==> config.mk <==
export PLATFORM = sky130hd
export DESIGN_NAME = lmt_ctrl
export DESIGN_NICKNAME = d
export VERILOG_FILES = /design/src/rtl/core/lmt_pkg.sv /design/src/rtl/core/lmt_ctrl.sv
export SDC_FILE = /design/constraint.sdc
export NUM_CORES = 1
export LEC_CHECK = 0
export ABC_AREA = 1
export BUFFER_PORTS_ARGS = -buffer_cell sky130_fd_sc_hd__clkbuf_2
export CORE_MARGIN = 10
export CORE_UTILIZATION = 23
export DETAILED_ROUTE_END_ITERATION = 7
export GPL_ROUTABILITY_DRIVEN = 0
export PLACE_DENSITY = 0.42
export SETUP_SLACK_MARGIN = 0.15
export SLEW_MARGIN = 10
export SYNTH_ARGS = -nofsm -noshare
export SYNTH_HDL_FRONTEND = slang
export SYNTH_SLANG_ARGS = --single-unit
==> constraint.sdc <==
create_clock -name clk -period 6.53 [get_ports clk]
set_input_delay 0.3265 -clock clk [delete_from_list [all_inputs] [get_ports clk]]
set_output_delay 0.3265 -clock clk [all_outputs]
set_load 0.05 [all_outputs]
==> src/rtl/core/lmt_pkg.sv <==
// ----------------------------------------------------------------------------
// lmt_pkg
// Shared types and constants of the 3x3 local mean threshold block.
// ----------------------------------------------------------------------------
package lmt_pkg;

  localparam int CFG_BITS     = 11;
  localparam int CFG_IDX_BITS = 2;
  localparam int ROW_BITS     = 12;

  localparam logic [CFG_IDX_BITS-1:0] REG_FRAME_WIDTH  = 2'd0;
  localparam logic [CFG_IDX_BITS-1:0] REG_FRAME_HEIGHT = 2'd1;

  localparam logic [CFG_BITS-1:0] WIDTH_RESET  = 11'd640;
  localparam logic [CFG_BITS-1:0] HEIGHT_RESET = 11'd480;
  localparam logic [CFG_BITS-1:0] SIZE_MIN     = 11'd3;

  localparam logic OP_PIXEL = 1'b0;
  localparam logic OP_FLUSH = 1'b1;

  // position class of the pixel judged for one request
  typedef struct packed {
    logic produce;
    logic top;
    logic bot;
    logic lef;
    logic rig;
  } pos_flags_t;

endpackage

==> src/rtl/core/lmt_ctrl.sv <==
// ----------------------------------------------------------------------------
// lmt_ctrl
// Frame size registers, column/row/pending counters and position decode.
// ----------------------------------------------------------------------------
module lmt_ctrl #(
  parameter int MAX_WIDTH  = 1024,
  parameter int PIXEL_BITS = 8
) (
  input  logic                              clk,
  input  logic                              rst,
  input  logic                              cfg_write,
  input  logic [lmt_pkg::CFG_IDX_BITS-1:0]  cfg_index,
  input  logic [lmt_pkg::CFG_BITS-1:0]      cfg_data,
  input  logic                              accept,
  input  logic                              op,
  input  logic [PIXEL_BITS-1:0]             pixel,
  output logic                              push,
  output logic [$clog2(MAX_WIDTH)-1:0]      addr,
  output logic [PIXEL_BITS-1:0]             bottom,
  output lmt_pkg::pos_flags_t               flags
);

  localparam int CW = $clog2(MAX_WIDTH);
  localparam int WW = CW + 1;
  localparam int PW = $clog2(MAX_WIDTH + 2);
  localparam int RW = lmt_pkg::ROW_BITS;

  logic [lmt_pkg::CFG_BITS-1:0] frame_width;
  logic [lmt_pkg::CFG_BITS-1:0] frame_height;
  logic [CW-1:0]                col;
  logic [RW-1:0]                row;
  logic [PW-1:0]                pending;

  logic [31:0]                  w32;
  logic [WW-1:0]                w;
  logic [lmt_pkg::CFG_BITS-1:0] h;
  logic [RW-1:0]                h_ext;
  logic                         is_pixel;
  logic                         restart;
  logic [CW-1:0]                c_eff;
  logic [RW-1:0]                r_eff;
  logic [WW-1:0]                c_inc;
  logic                         wrap;
  logic [CW-1:0]                col_next;
  logic [RW-1:0]                row_next;
  logic [PW-1:0]                pending_next;
  logic [31:0]                  w_plus;
  logic [PW-1:0]                pend_dec;

  always_comb begin
    if (frame_width < lmt_pkg::SIZE_MIN) begin
      w32 = 32'(lmt_pkg::SIZE_MIN);
    end else if (32'(frame_width) > 32'(MAX_WIDTH)) begin
      w32 = 32'(MAX_WIDTH);
    end else begin
      w32 = 32'(frame_width);
    end
    w = w32[WW-1:0];
    h = (frame_height < lmt_pkg::SIZE_MIN) ? lmt_pkg::SIZE_MIN : frame_height;
    h_ext = {1'b0, h};
    w_plus = w32 + 32'd1;

    is_pixel = (op == lmt_pkg::OP_PIXEL);
    restart  = (pending != '0) || (row >= h_ext);
    if (is_pixel && restart) begin
      c_eff = '0;
      r_eff = '0;
    end else begin
      c_eff = col;
      r_eff = row;
    end
    push   = accept && (is_pixel || (pending != '0));
    addr   = c_eff;
    bottom = is_pixel ? pixel : '0;

    c_inc    = {1'b0, c_eff} + WW'(1);
    wrap     = (c_inc >= w);
    col_next = wrap ? '0 : c_inc[CW-1:0];
    row_next = r_eff + RW'(wrap);
    pend_dec = pending - PW'(1);
    if (is_pixel) begin
      pending_next = (row_next >= h_ext) ? w_plus[PW-1:0] : '0;
    end else begin
      pending_next = pend_dec;
    end

    // judged pixel sits one line and one column behind
    if (c_eff != '0) begin
      flags.top = (r_eff == RW'(1));
      flags.bot = (r_eff == h_ext);
      flags.lef = (c_eff == CW'(1));
      flags.rig = 1'b0;
    end else begin
      flags.top = (r_eff == RW'(2));
      flags.bot = (r_eff == h_ext + RW'(1));
      flags.lef = 1'b0;
      flags.rig = 1'b1;
    end
    flags.produce = !is_pixel || (r_eff >= RW'(2)) || ((r_eff == RW'(1)) && (c_eff != '0));
  end

  always_ff @(posedge clk) begin
    if (rst) begin
      frame_width  <= lmt_pkg::WIDTH_RESET;
      frame_height <= lmt_pkg::HEIGHT_RESET;
      col          <= '0;
      row          <= '0;
      pending      <= '0;
    end else if (cfg_write) begin
      unique case (cfg_index)
        lmt_pkg::REG_FRAME_WIDTH: begin
          frame_width <= cfg_data;
          col         <= '0;
          row         <= '0;
          pending     <= '0;
        end
        lmt_pkg::REG_FRAME_HEIGHT: begin
          frame_height <= cfg_data;
          col          <= '0;
          row          <= '0;
          pending      <= '0;
        end
        default: begin
        end
      endcase
    end else if (push) begin
      if (!is_pixel && (pend_dec == '0)) begin
        col     <= '0;
        row     <= '0;
        pending <= '0;
      end else begin
        col     <= col_next;
        row     <= row_next;
        pending <= pending_next;
      end
    end
  end

endmodule

==> summary.txt <==
Setup path
  • Max stage delay on crit path: 0.34 ns
  • CP max-delay cell: dfxtp_2
  • Crit path required time: ~6.7 ns
  • Crit Path Max Fanout: 6
  • CP Data Arrival Time: between 6 and 7 ns
  • Crit. End Element: flop
  • CP Launch Type: flop
  • Crit path kind: flop to flop
  • CP dominant cell by count: nand2_1

Synthesis
  • Asr flop ratio synth: 0
  • Post-synth EDFFs: 0
  • Ys flop type: dfxtp_1
  • Post-synthesis register bit count: 55
  • Yosys synthesis warning count: 0
  • Top-count cell post-synth: nand2_1
  • Share of the synthesized area in the top cell type: 0.2218
  • Most common library cells after synthesis: nand2_1 (215), inv_1 (111), nor2_1 (79), dfxtp_1 (55), a21oi_1 (51)
  • Dominant cell type by area after synthesis: dfxtp_1
  • Syn Inst Count: a little under 800
  • Cell variety after synth: 47
  • Seq/Total Area, Yosys: 0.2218
  • Synth area leaders: dfxtp_1 (22%), nand2_1 (16%), ha_1 (11%), inv_1 (8.4%), nor2_1 (6.0%)
  • Syn_area_per_cell: 6.283 sq um
  • Net Count, Synth: between 800 and 900
  • Cell area after synthesis: just under 5000 sq um

Power and ir drop
  • P_leak: 0.002978 uW
  • Power per cell area: 153.9 nW/um^2
  • Peak supply drop: 91.26 uV

Floorplan
  • Die span in x: 166.9 um
  • Site Rows: 53
  • Boundary pin count: 50
  • Core area: 21,150 sq um
  • Die footprint: 27,860 sq um
  • Die Span Y: between 150 and 200 um
  • Initial Util: 0.2346

Timing
  • Worst Max-Slew Pin Slew: 1.024 ns
  • WHS: 0.2687 ns
  • Highest Clock Rate: 163.3 MHz
  • RSZ-0062 raised after global routing: true
  • Final setup viols: 0
  • Tcrit/Tclk final: 0.9379
  • Final Max Slew Viols: 0
  • Slew HR: 0.3175
  • Clock skew: ~0.0047 ns
  • Min Tclk post-route: between 6 and 7 ns
  • Fin. Hold Viols: 0

Route
  • Router iterations before antenna repair: 4
  • WL final: 16.94 mm
  • Via count: between 5,000 and 6,000
  • Routed len/inst: 14.92 um
  • DR iter-0 viols: 202
  • Vias/cell: 4.460
  • Residual DRC count: 0
  • ANT nets after route: 0

Cells and area
  • Multi-input gate area: about 3600 sq um
  • # nets final: approximately 900
  • Diode count: 0
  • FILL cells: 2,366
  • Share of cells above drive strength 1: 0.2442
  • Area growth syn-to-layout: 24.33%
  • Final Instance Area: 6171 sq um
  • Reg area: 1109 sq um

GRT
  • GRT Resource Usage Total: 0.1170
  • GR Util met2: 0.2043
  • First-pass GRT wire length: around 27 mm
  • Largest net degree at the start of global routing: 35
  • GR peak layer: met2
  • Vias in the first global route: 4,909
  • Gr ovfl total: 0
  • Met3 GRT Util: 0.01789
  • Met1 GRT Util: 0.1472
  • Initial antenna violation count: 0

Clock tree
  • CTS H-tree lvls: 2
  • Root Driver: clkbuf_16
  • CTS buffer count: 5
  • Worst-path clk slew: 0.08 ns
  • Worst skew pair latency: 0.31 ns
  • Sink Count: 55
  • CTS tree: yes
  • CTS Buffer Depth: 2

Placed design
  • Port Buf Inserts: 49
  • Placed Instance Area: 5579 sq um
  • Dpl hpwl: around 13 mm

Run status
  • Status: finished, final reports clean

Worst hold path
  • Worst hold path class: input port to flop

Job
  • Max_cap viols: 0
[power breakdown]
part,switching (uW),internal [uW]
Clock,139,192
Combinational,176,86.5
Sequential,10.2,347
[kinds of logic after synthesis]
group                    share of synthesized area
AND/OR/NAND/NOR                             0.3771
buffers and inverters                       0.1134
XOR/XNOR                                   0.05117
AO/OA/AOI/OAI                               0.1306
flip-flops                                  0.2218
adder cells (fa/ha/maj)                     0.1059
[what timing repair did]
action | in CTS | in global routing
hold buffers | 0 | 0
setup endpoints to repair | 0 | 11
resized for setup | 0 | 78
setup buffers | 0 | 15
[routing by layer]
layer	vias up	share of wire	wire length [um]
li1	2662	-	-
met1	2344	0.47	7977
met2	45	0.49	8336
met3	11	0.023	395
met4	0	0.014	229
met5	-	0	0
[cells in the final DEF, fill, tap and decap left out, types with 10 or more instances in the layout]
cell type and n:
nor2_1 75, nand4_1 19, buf_4 27, o21ai_0 24, a21oi_2 13, inv_2 19
nand2_1 198, nand2_2 25, nor3_1 10, nand3_1 40, xor2_1 22, a21oi_1 46
dfxtp_1 49, inv_1 100, ha_1 33, clkbuf_2 49
[state kept, by name, summed over array words and instances, names as in the netlist]
register / flops
col: 10
frame_height: 11
frame_width: 11
pending: 11
row: 12
[cell type report]
type,instances,share of cell area
Clock buffer,6,0.02251
Clock inverter,2,0.005677
Inverter,125,0.07766
Multi-Input combinational cell,593,0.5807
Sequential cell,55,0.1796
Tap cell,275,0.05576
Timing Repair Buffer,79,0.07806
[metrics by stage]
step / setup TNS [ns] / total power, uW / util / instances / worst slack (ns)
final: 0 / 949.7 / 0.2917 / 1135 / 0.4057
after global routing: -0.1058 / 1003 / 0.2917 / 1135 / -0.03372
after CTS: 0 / 940.0 / 0.2720 / 1119 / 0.1765
after detailed placement: 0 / 606.5 / 0.2637 / 1111 / 0.2134
after global placement: 0 / 609.6 / 0.2637 / 1111 / 0.2683
after floorplan: 0 / 534.2 / - / 790 / 0.1830
[worst max-delay path, delay by kind of cell (launching register included)]
family,cells,cell delay [ns]
DFF,1,0.34
buffers and inverters,3,0.21
and+or+nand+nor,31,3.17
AOI/OAI and AO/OA,7,0.93
adders and majority gates,5,1.16
xor gates and xnor gates,1,0.16
[path summary, 6_finish.rpt]
path,start,endpoint,slack (ns),depth (start not counted)
worst max-delay path,frame_height[8],pending[2],0.41,47
worst min-delay path,cfg_data[9],frame_width[9],0.27,3
worst max register to register,frame_height[8],pending[2],0.41,47
worst min register to register,row[0],row[0],0.47,2
Power figures use the tool's default switching activity.
