### config.mk
export PLATFORM = sky130hd
export DESIGN_NAME = lmt_judge
export DESIGN_NICKNAME = d
export VERILOG_FILES = /design/src/rtl/core/lmt_pkg.sv /design/src/rtl/core/lmt_judge.sv
export SDC_FILE = /design/constraint.sdc
export NUM_CORES = 1
export LEC_CHECK = 0
export ABC_AREA = 1
export BUFFER_PORTS_ARGS = -buffer_cell sky130_fd_sc_hd__buf_4
export CAP_MARGIN = 30
export CORE_ASPECT_RATIO = 0.5
export CORE_MARGIN = 2
export CORE_UTILIZATION = 35
export CTS_BUF_LIST = sky130_fd_sc_hd__clkbuf_16
export DETAILED_ROUTE_END_ITERATION = 10
export GPL_TIMING_DRIVEN = 0
export PLACE_DENSITY = 0.53
export REMOVE_ABC_BUFFERS = 1
export SLEW_MARGIN = 20
export SYNTH_ARGS = -nofsm -noshare
export SYNTH_HDL_FRONTEND = slang
export SYNTH_SLANG_ARGS = --single-unit
### constraint.sdc
create_clock -name clk -period 6.45 [get_ports clk]
set_clock_uncertainty 0.1 [all_clocks]
set_input_delay 0.9675 -clock clk [delete_from_list [all_inputs] [get_ports clk]]
set_output_delay 0.9675 -clock clk [all_outputs]
set_load 0.01 [all_outputs]
### src/rtl/core/lmt_pkg.sv
// ----------------------------------------------------------------------------
// lmt_pkg
// Shared types and constants of the 3x3 local mean threshold block.
// ----------------------------------------------------------------------------
package lmt_pkg;

  localparam int CFG_BITS     = 11;
  localparam int CFG_IDX_BITS = 2;
  localparam int ROW_BITS     = 12;

  localparam logic [CFG_IDX_BITS-1:0] REG_FRAME_WIDTH  = 2'd0;
  localparam logic [CFG_IDX_BITS-1:0] REG_FRAME_HEIGHT = 2'd1;

  localparam logic [CFG_BITS-1:0] WIDTH_RESET  = 11'd640;
  localparam logic [CFG_BITS-1:0] HEIGHT_RESET = 11'd480;
  localparam logic [CFG_BITS-1:0] SIZE_MIN     = 11'd3;

  localparam logic OP_PIXEL = 1'b0;
  localparam logic OP_FLUSH = 1'b1;

  // position class of the pixel judged for one request
  typedef struct packed {
    logic produce;
    logic top;
    logic bot;
    logic lef;
    logic rig;
  } pos_flags_t;

endpackage

### src/rtl/core/lmt_judge.sv
// ----------------------------------------------------------------------------
// lmt_judge
// Neighbor sum, mean compare and the output register.
// ----------------------------------------------------------------------------
module lmt_judge #(
  parameter int PIXEL_BITS = 8
) (
  input  logic                            clk,
  input  logic                            rst,
  input  logic                            adv,
  input  logic [2:0][2:0][PIXEL_BITS-1:0] win,
  input  logic                            s2_valid,
  input  lmt_pkg::pos_flags_t             s2_flags,
  output logic                            out_valid,
  output logic                            mark,
  output logic                            frame_end
);

  localparam int SW = PIXEL_BITS + 3;

  logic [SW-1:0] ctr;
  logic [SW-1:0] s5;
  logic [SW-1:0] s8;
  logic [SW-1:0] lim5;
  logic          mark_next;

  function automatic logic [SW-1:0] ext(input logic [PIXEL_BITS-1:0] v);
    ext = {3'b000, v};
  endfunction

  always_comb begin
    ctr = ext(win[1][1]);
    s8  = ext(win[0][0]) + ext(win[0][1]) + ext(win[0][2]) + ext(win[1][0])
        + ext(win[1][2]) + ext(win[2][0]) + ext(win[2][1]) + ext(win[2][2]);
    if (s2_flags.top) begin
      s5 = ext(win[1][0]) + ext(win[1][2]) + ext(win[2][0]) + ext(win[2][1]) + ext(win[2][2]);
    end else if (s2_flags.bot) begin
      s5 = ext(win[1][0]) + ext(win[1][2]) + ext(win[0][0]) + ext(win[0][1]) + ext(win[0][2]);
    end else if (s2_flags.lef) begin
      s5 = ext(win[0][1]) + ext(win[2][1]) + ext(win[0][2]) + ext(win[2][2]) + ext(win[1][2]);
    end else begin
      s5 = ext(win[0][1]) + ext(win[2][1]) + ext(win[0][0]) + ext(win[2][0]) + ext(win[1][0]);
    end
    // floor(s5 / 5) > ctr  <=>  s5 > 5*ctr + 4
    lim5 = (ctr << 2) + ctr + SW'(4);
    if ((s2_flags.top || s2_flags.bot) && (s2_flags.lef || s2_flags.rig)) begin
      mark_next = 1'b0;
    end else if (s2_flags.top || s2_flags.bot || s2_flags.lef || s2_flags.rig) begin
      mark_next = (s5 > lim5);
    end else begin
      mark_next = ((s8 >> 3) > ctr);
    end
  end

  always_ff @(posedge clk) begin
    if (rst) begin
      out_valid <= 1'b0;
    end else if (adv) begin
      out_valid <= s2_valid && s2_flags.produce;
    end
  end

  always_ff @(posedge clk) begin
    if (adv) begin
      mark      <= mark_next;
      frame_end <= s2_flags.bot && s2_flags.rig;
    end
  end

endmodule

==> results of run 1 <==
[metrics by stage]
step	hold slack, ns	setup slack, ns	util [%]	power [mW]
2_1_floorplan	0.411	1.06	-	1.78
3_3_place_gp	0.380	0.380	41.3	2.37
3_5_place_dp	0.392	0.424	41.3	2.40
4_1_cts	0.396	0.644	41.8	2.51
5_1_grt	0.459	0.409	41.8	2.89
6_report	0.393	0.689	41.8	2.51
[state kept, by name (all words and copies together) (netlist names)]
register / flops
frame_end: 1
mark: 1
out_valid: 1
[worst max-delay path: cells and delay by family]
family / cells / cell delay, ns
buf+inv: 5 / 0.39
compound gates: 7 / 1.12
simple gates: 4 / 0.41
fa+ha+maj: 6 / 2.85
[worst paths after layout]
| kind | startpoint | end | slack (ns) | cells past startpoint |
|---|---|---|---|---|
| max reg2reg | out_valid | out_valid | 5.74 | 2 |
| max | win[3] | mark | 0.69 | 22 |
| min | out_valid | out_valid | 0.39 | 2 |
| min reg2reg | out_valid | out_valid | 0.39 | 2 |
[layout make-up]
type	count	area, sq um	share of cell area (%)
clock buffers	3	75.1	1.02
clock inverters	1	3.75	0.0512
inverters	271	1020	13.9
multi-input cells	577	5240	71.5
flip-flops and latches	3	80.1	1.09
well taps	234	293	3.99
repair buffers	83	623	8.49
[per-layer routing]
metal  routed length [um]  GRT usage [%]  vias to the layer above
met5                    0              0                        -
met4                   93           1.60                        0
met3                  717           1.53                        8
met2                 6870           30.0                      105
met1                 9530           29.4                     2514
li1                     -              -                     2775
[cell families after synthesis]
family / count (synthesis)
and+or+nand+nor: 251
xor gates and xnor gates: 28
AOI/OAI and AO/OA: 96
DFF: 3
buffers and inverters: 275
adders and majority gates: 202
[cells in the final DEF (no fill, tap or decap), types with 2 or more instances in the layout]
| cell | netlist | routed |
|---|---|---|
| xor2_1 | 17 | 17 |
| a21oi_2 | 3 | 3 |
| nand2_1 | 147 | 147 |
| a31oi_1 | 7 | 7 |
| o21bai_1 | 4 | 4 |
| fa_1 | 105 | 105 |
| a21o_1 | 7 | 7 |
| nor3_1 | 2 | 2 |
| nor4_1 | 2 | 2 |
| clkbuf_16 | 0 | 3 |
| nand2_2 | 2 | 2 |
| xnor2_1 | 11 | 11 |
| a22oi_1 | 3 | 3 |
| ha_1 | 97 | 97 |
| o221ai_1 | 2 | 2 |
| nand3_1 | 57 | 57 |
| a21oi_1 | 42 | 42 |
| nand3_2 | 2 | 2 |
| o22ai_1 | 2 | 2 |
| o21ai_0 | 13 | 13 |
| o21a_1 | 2 | 2 |
| nand3b_1 | 8 | 8 |
| buf_4 | 1 | 83 |
| edfxtp_1 | 2 | 2 |
| o21ai_2 | 3 | 3 |
| or2_1 | 2 | 2 |
| inv_1 | 270 | 271 |
| nor2_1 | 21 | 21 |
| nand4_1 | 8 | 8 |
[power by group through the flow]
stage                     clock, mW  sequential [mW]  combinational (mW)
after floorplan                   0           0.0265                1.75
after global placement            0           0.0250                2.35
after detailed placement          0           0.0251                2.38
after CTS                    0.0972           0.0249                2.39
after global routing         0.0990           0.0251                2.77
final                        0.0957           0.0248                2.39
==> impl_metrics.py, run 1 <==
metrics = {
    "global_route": {
        "globalRouteOverflowTotal": 0,
        "globalRouteTotalUtil_pct": 19.0,
        "pin_count_of_the_biggest_net_entering_global_routing": 17,
        "via_count_of_the_first_global_routing_pass": 5774,
        "antenna_found_initial": 0,
        "global_route_wire_length_before_repair_um": 29100,
    },
    "power": {
        "netSwitchingPower_mw": 1.45,
        "share_seq_of_total_power_pct": 1.0,
        "ir_drop_mv": 0.142,
        "clkPwrFrac_pct": 3.8,
        "sw_frac_of_total_pct": 57.7,
        "internal_power_mw": 1.06,
        "p_per_area_nw_per_um2": 342,
        "logic_pwr_share_pct": 95.2,
        "total_leakage_power_nw": 4.29,
    },
    "clock_network": {
        "clock_tree.root_cell": "clkbuf_16",
        "cts_resized": 0,
        "cts-htree-levels": 1,
        "cts_tree": "built",
        "clk-insertion-delay-late_ns": 0.22,
        "cts.sinks": 3,
        "cts_inserted_buffers": 3,
        "clk_transition_reported_paths_ns": 0.03,
        "buffers_inserted_by_post_cts_timing_repair": 0,
        "cts-hold-fix-buffers": 0,
        "max-clock-path-buffers": 2,
    },
    "yosys": {
        "synth_seq_cells": 3,
        "dominantRegCellSynth": "edfxtp_1",
        "synth-xor-area-share_pct": 3.85,
        "synth_most_common_cell": "inv_1",
        "post_synth_inst_count": 855,
        "synthTopCellsByArea": "fa_1, ha_1, inv_1",
        "synth_top_family_by_area": "adder cells",
        "synth_area_leader_cell": "fa_1",
        "syn_area_per_cell_sq_um": 7.44,
        "synthesized_area_fraction_occupied_by_ao_oa_aoi_and_oai_cells_pct": 9.24,
        "post_synth_and_or_nand_nor_area_fraction_pct": 17.2,
        "async_flop_share_pct": 0,
        "synth.yosys.warnings": 0,
        "post-synth-top-area-fraction_pct": 33.0,
        "synth.yosys.seq_area_share_pct": 1.26,
        "synth_edf_count": 2,
        "area_share_of_fa_ha_maj_cells_after_synthesis_pct": 52.1,
        "syn-cell-area_sq_um": 6360,
        "synth_commonest_cells": "inv_1, nand2_1, fa_1",
        "yosysUniqueCellTypes": 39,
        "muxShareOfSynthArea_pct": 0,
    },
    "placement": {
        "port_buffers": 83,
        "dp_hpwl_um": 16200,
        "place.detailed.instances": 1168,
        "gp_routability_congestion": 0.852,
        "detailed_place.area_sq_um": 7260,
    },
    "finish": {
        "nets": 1222,
        "syn2layout_area_growth_pct": 15.3,
        "stdcell_count": 1172,
        "final_layout_fill_cell_count": 1841,
        "share_of_post_route_cells_with_drive_strength_above_1_pct": 10.6,
        "layout.cell_area.non_filler_sq_um": 7340,
        "antenna_cells": 0,
    },
    "sta": {
        "final_min_period_over_clock_period_pct": 89.3,
        "headroom_to_the_max_slew_limit_pct": 45.7,
        "maxSlewViolCount": 0,
        "fmax_ghz": 0.174,
        "setup-violations-final": 0,
        "post-route-min-period_ns": 5.76,
        "worstMarginPinSlew_ns": 0.805,
        "final_hold_viol_count": 0,
        "final.setup.tns_ns": 0,
        "setup_repair_after_global_routing_missed_its_margin": "false",
    },
    "route": {
        "drc": 0,
        "antenna_left": 0,
        "vias_per_cell": 4.61,
        "routedWlPerCell_um": 14.7,
        "drt_initial_violations": 249,
        "via_count": 5402,
        "detail_route.first_pass.iterations": 5,
        "detailed_route_wl_um": 17200,
    },
    "floorplan": {
        "io_pins": 84,
        "die-height_um": 99.4,
        "start_util_pct": 36.2,
        "placement_rows": 34,
        "dieWidth_um": 195,
        "core_sq_um": 17600,
        "die-area_sq_um": 19300,
    },
    "setup_path": {
        "timing_worst_setup_path_type": "input pin to flip-flop",
        "endpoint_kind": "flip-flop",
        "cp-start-kind": "input pin",
        "cp_max_fo": 3,
        "worst_path_most_repeated_cell": "fa_1",
        "crit_path_cell_trace": "buf_4, fa_1, inv_1, fa_1, inv_1, fa_1, inv_1, fa_1, inv_1, fa_1, nand3_1, nand3_1, a21oi_1, o21bai_2, a21oi_1, o21bai_1, ha_1, nand2_1, o21ai_0, o21bai_1, nand3_1, a21oi_1",
        "slowest_stage": "fa_1",
        "critical_path_required_ns": 6.42,
        "critPathArrivalTime_ns": 5.74,
        "critical-path-max-stage-delay_ns": 0.55,
    },
    "run": {
        "maxcap_violations": 0,
    },
    "worst_hold_path": {
        "holdCritPathClass": "flip-flop to flip-flop",
    },
    "status": {
        "outcome": "finished, final reports clean",
    },
}
Note: power is estimated with default switching activity, not from simulation.
==> run 2: changes to the inputs <==
CTS_BUF_LIST = sky130_fd_sc_hd__clkbuf_8   (was sky130_fd_sc_hd__clkbuf_16)
clock period = 6.23 ns   (was 6.45 ns; I/O delays follow)
==> run 2 against run 1 <==
  * Global-route usage about the same
  * Critical path depth unchanged
  * Die area unchanged
  * Via count increased by 0.11%
  * Routed wire length decreased by 0.34%
  * Sequential cell count unchanged
  * Non-clock buffer count unchanged
  * Utilization decreased by 0.19 points
  * Clock-buffer cell count unchanged
  * Combinational power increased by 3%
  * Clock power decreased by 44%
  * Largest cell class unchanged
  * Largest power group unchanged
==> impl_metrics.py, run 2 (synthesis gave the netlist of run 1 again) <==
metrics = {
    "setup_path": {
        "critPathArrivalTime_ns": 5.70,
        "worst_path_most_repeated_cell": "fa_1",
        "cp_num_buf_inv": 5,
        "endpoint_kind": "flip-flop",
        "cp_max_fo": 3,
        "critPathTopFamily": "adder cells",
        "slowest_stage": "fa_1",
        "timing_worst_setup_path_type": "input pin to flip-flop",
        "critical-path-max-stage-delay_ns": 0.55,
        "critical_path_required_ns": 6.20,
        "cp-start-kind": "input pin",
        "crit_path_cell_trace": "buf_4, fa_1, inv_1, fa_1, inv_1, fa_1, inv_1, fa_1, inv_1, fa_1, nand3_1, nand3_1, a21oi_1, o21bai_2, a21oi_1, o21bai_1, ha_1, nand2_1, o21ai_0, o21bai_1, nand3_1, a21oi_1",
    },
    "floorplan": {
        "io_pins": 84,
        "placement_rows": 34,
        "dieWidth_um": 195,
        "start_util_pct": 36.2,
        "die-height_um": 99.4,
        "die-area_sq_um": 19300,
        "core_sq_um": 17600,
    },
    "clock_network": {
        "cts-htree-levels": 1,
        "clk_transition_reported_paths_ns": 0.03,
        "cts_inserted_buffers": 3,
        "cts_tree": "built",
        "cts_resized": 0,
        "buffers_inserted_by_post_cts_timing_repair": 0,
        "clock_tree.root_cell": "clkbuf_8",
        "clk-insertion-delay-late_ns": 0.22,
        "cts.sinks": 3,
        "max-clock-path-buffers": 2,
        "cts-hold-fix-buffers": 0,
    },
    "placement": {
        "gp_routability_congestion": 0.852,
        "place.detailed.instances": 1168,
        "detailed_place.area_sq_um": 7260,
        "port_buffers": 83,
        "dp_hpwl_um": 16200,
    },
    "finish": {
        "largestRegisters": "frame_end (1), mark (1), out_valid (1)",
        "antenna_cells": 0,
        "area.sequential_sq_um": 80.1,
        "mostFrequentLayoutCell": "inv_1",
        "nets": 1222,
        "final_layout_fill_cell_count": 1845,
        "area_occupied_by_multi_input_gates_sq_um": 5240,
        "share_of_post_route_cells_with_drive_strength_above_1_pct": 10.6,
        "syn2layout_area_growth_pct": 14.7,
        "final_cell_mix": "inv_1, nand2_1, fa_1, ha_1, buf_4",
        "stdcell_count": 1172,
        "layout.cell_area.non_filler_sq_um": 7300,
    },
    "worst_hold_path": {
        "holdCritPathClass": "flip-flop to flip-flop",
    },
    "sta": {
        "worstMarginPinSlew_ns": 0.806,
        "setup_repair_after_global_routing_missed_its_margin": "false",
        "setup-violations-final": 0,
        "final_hold_viol_count": 0,
        "maxSlewViolCount": 0,
        "final.setup.tns_ns": 0,
        "finalHoldWorstSlack_ns": 0.393,
        "post-route-min-period_ns": 5.74,
        "fmax_ghz": 0.174,
        "final_min_period_over_clock_period_pct": 92.1,
        "headroom_to_the_max_slew_limit_pct": 45.6,
    },
    "power": {
        "p_per_area_nw_per_um2": 349,
        "power.total_mw": 2.55,
        "total_leakage_power_nw": 4.27,
        "ir_drop_mv": 0.143,
    },
    "route": {
        "antenna_left": 0,
        "detailed_route_wl_um": 17200,
        "via_count": 5408,
        "routedWlPerCell_um": 14.6,
        "drc": 0,
        "drt_initial_violations": 246,
        "vias_per_cell": 4.61,
        "detail_route.first_pass.iterations": 5,
    },
    "run": {
        "maxcap_violations": 0,
    },
    "status": {
        "outcome": "finished, final reports clean",
    },
    "global_route": {
        "global_route_wire_length_before_repair_um": 29200,
        "globalRouteOverflowTotal": 0,
        "via_count_of_the_first_global_routing_pass": 5771,
        "pin_count_of_the_biggest_net_entering_global_routing": 17,
        "globalRouteTotalUtil_pct": 19.1,
        "antenna_found_initial": 0,
    },
}
## run 2: cell types whose count changed in the layout (fill, tap and decap cells not counted)
cell / delta
clkbuf_8: +3
clkbuf_16: -3
## run 2: layout make-up
class,count,area share [%]
multi-input cells,577,71.8
inverters,271,14.0
repair buffers,83,8.53
well taps,234,4.01
flip-flops and latches,3,1.10
clock buffers,3,0.565
clock inverters,1,0.0514
## run 2: final timing paths
kind                   from   endpoint  slack, ns  depth (start not counted)
hold / removal    out_valid  out_valid       0.39                          2
setup reg to reg  out_valid  out_valid       5.52                          2
hold reg to reg   out_valid  out_valid       0.39                          2
setup / recovery     win[3]       mark       0.49                         22
## run 2: worst min-delay path, cell delays in order (launching register included)
cell and delay (ns):
dfxtp_1 0.30, nor2_1 0.10, a211oi_1 0.05
## run 2: layer usage
| metal | GRT usage, % | share of wire (%) | vias up |
|---|---|---|---|
| met5 | 0 | 0 | - |
| met2 | 30.0 | 40 | 125 |
| met4 | 1.60 | 0.47 | 0 |
| met3 | 1.63 | 5.5 | 6 |
| met1 | 29.5 | 54 | 2499 |
| li1 | - | - | 2778 |
## run 2: per-stage QoR
step,utilization (%),setup slack (ns)
floorplan,-,0.872
global placement,41.3,0.193
detailed placement,41.3,0.237
CTS,41.6,0.453
global route,41.6,0.223
finish,41.6,0.491
## run 2: report_power, final
group          switching [mW]  internal (mW)
registers            0.000741         0.0249
logic                    1.47          0.992
clock network          0.0122         0.0419
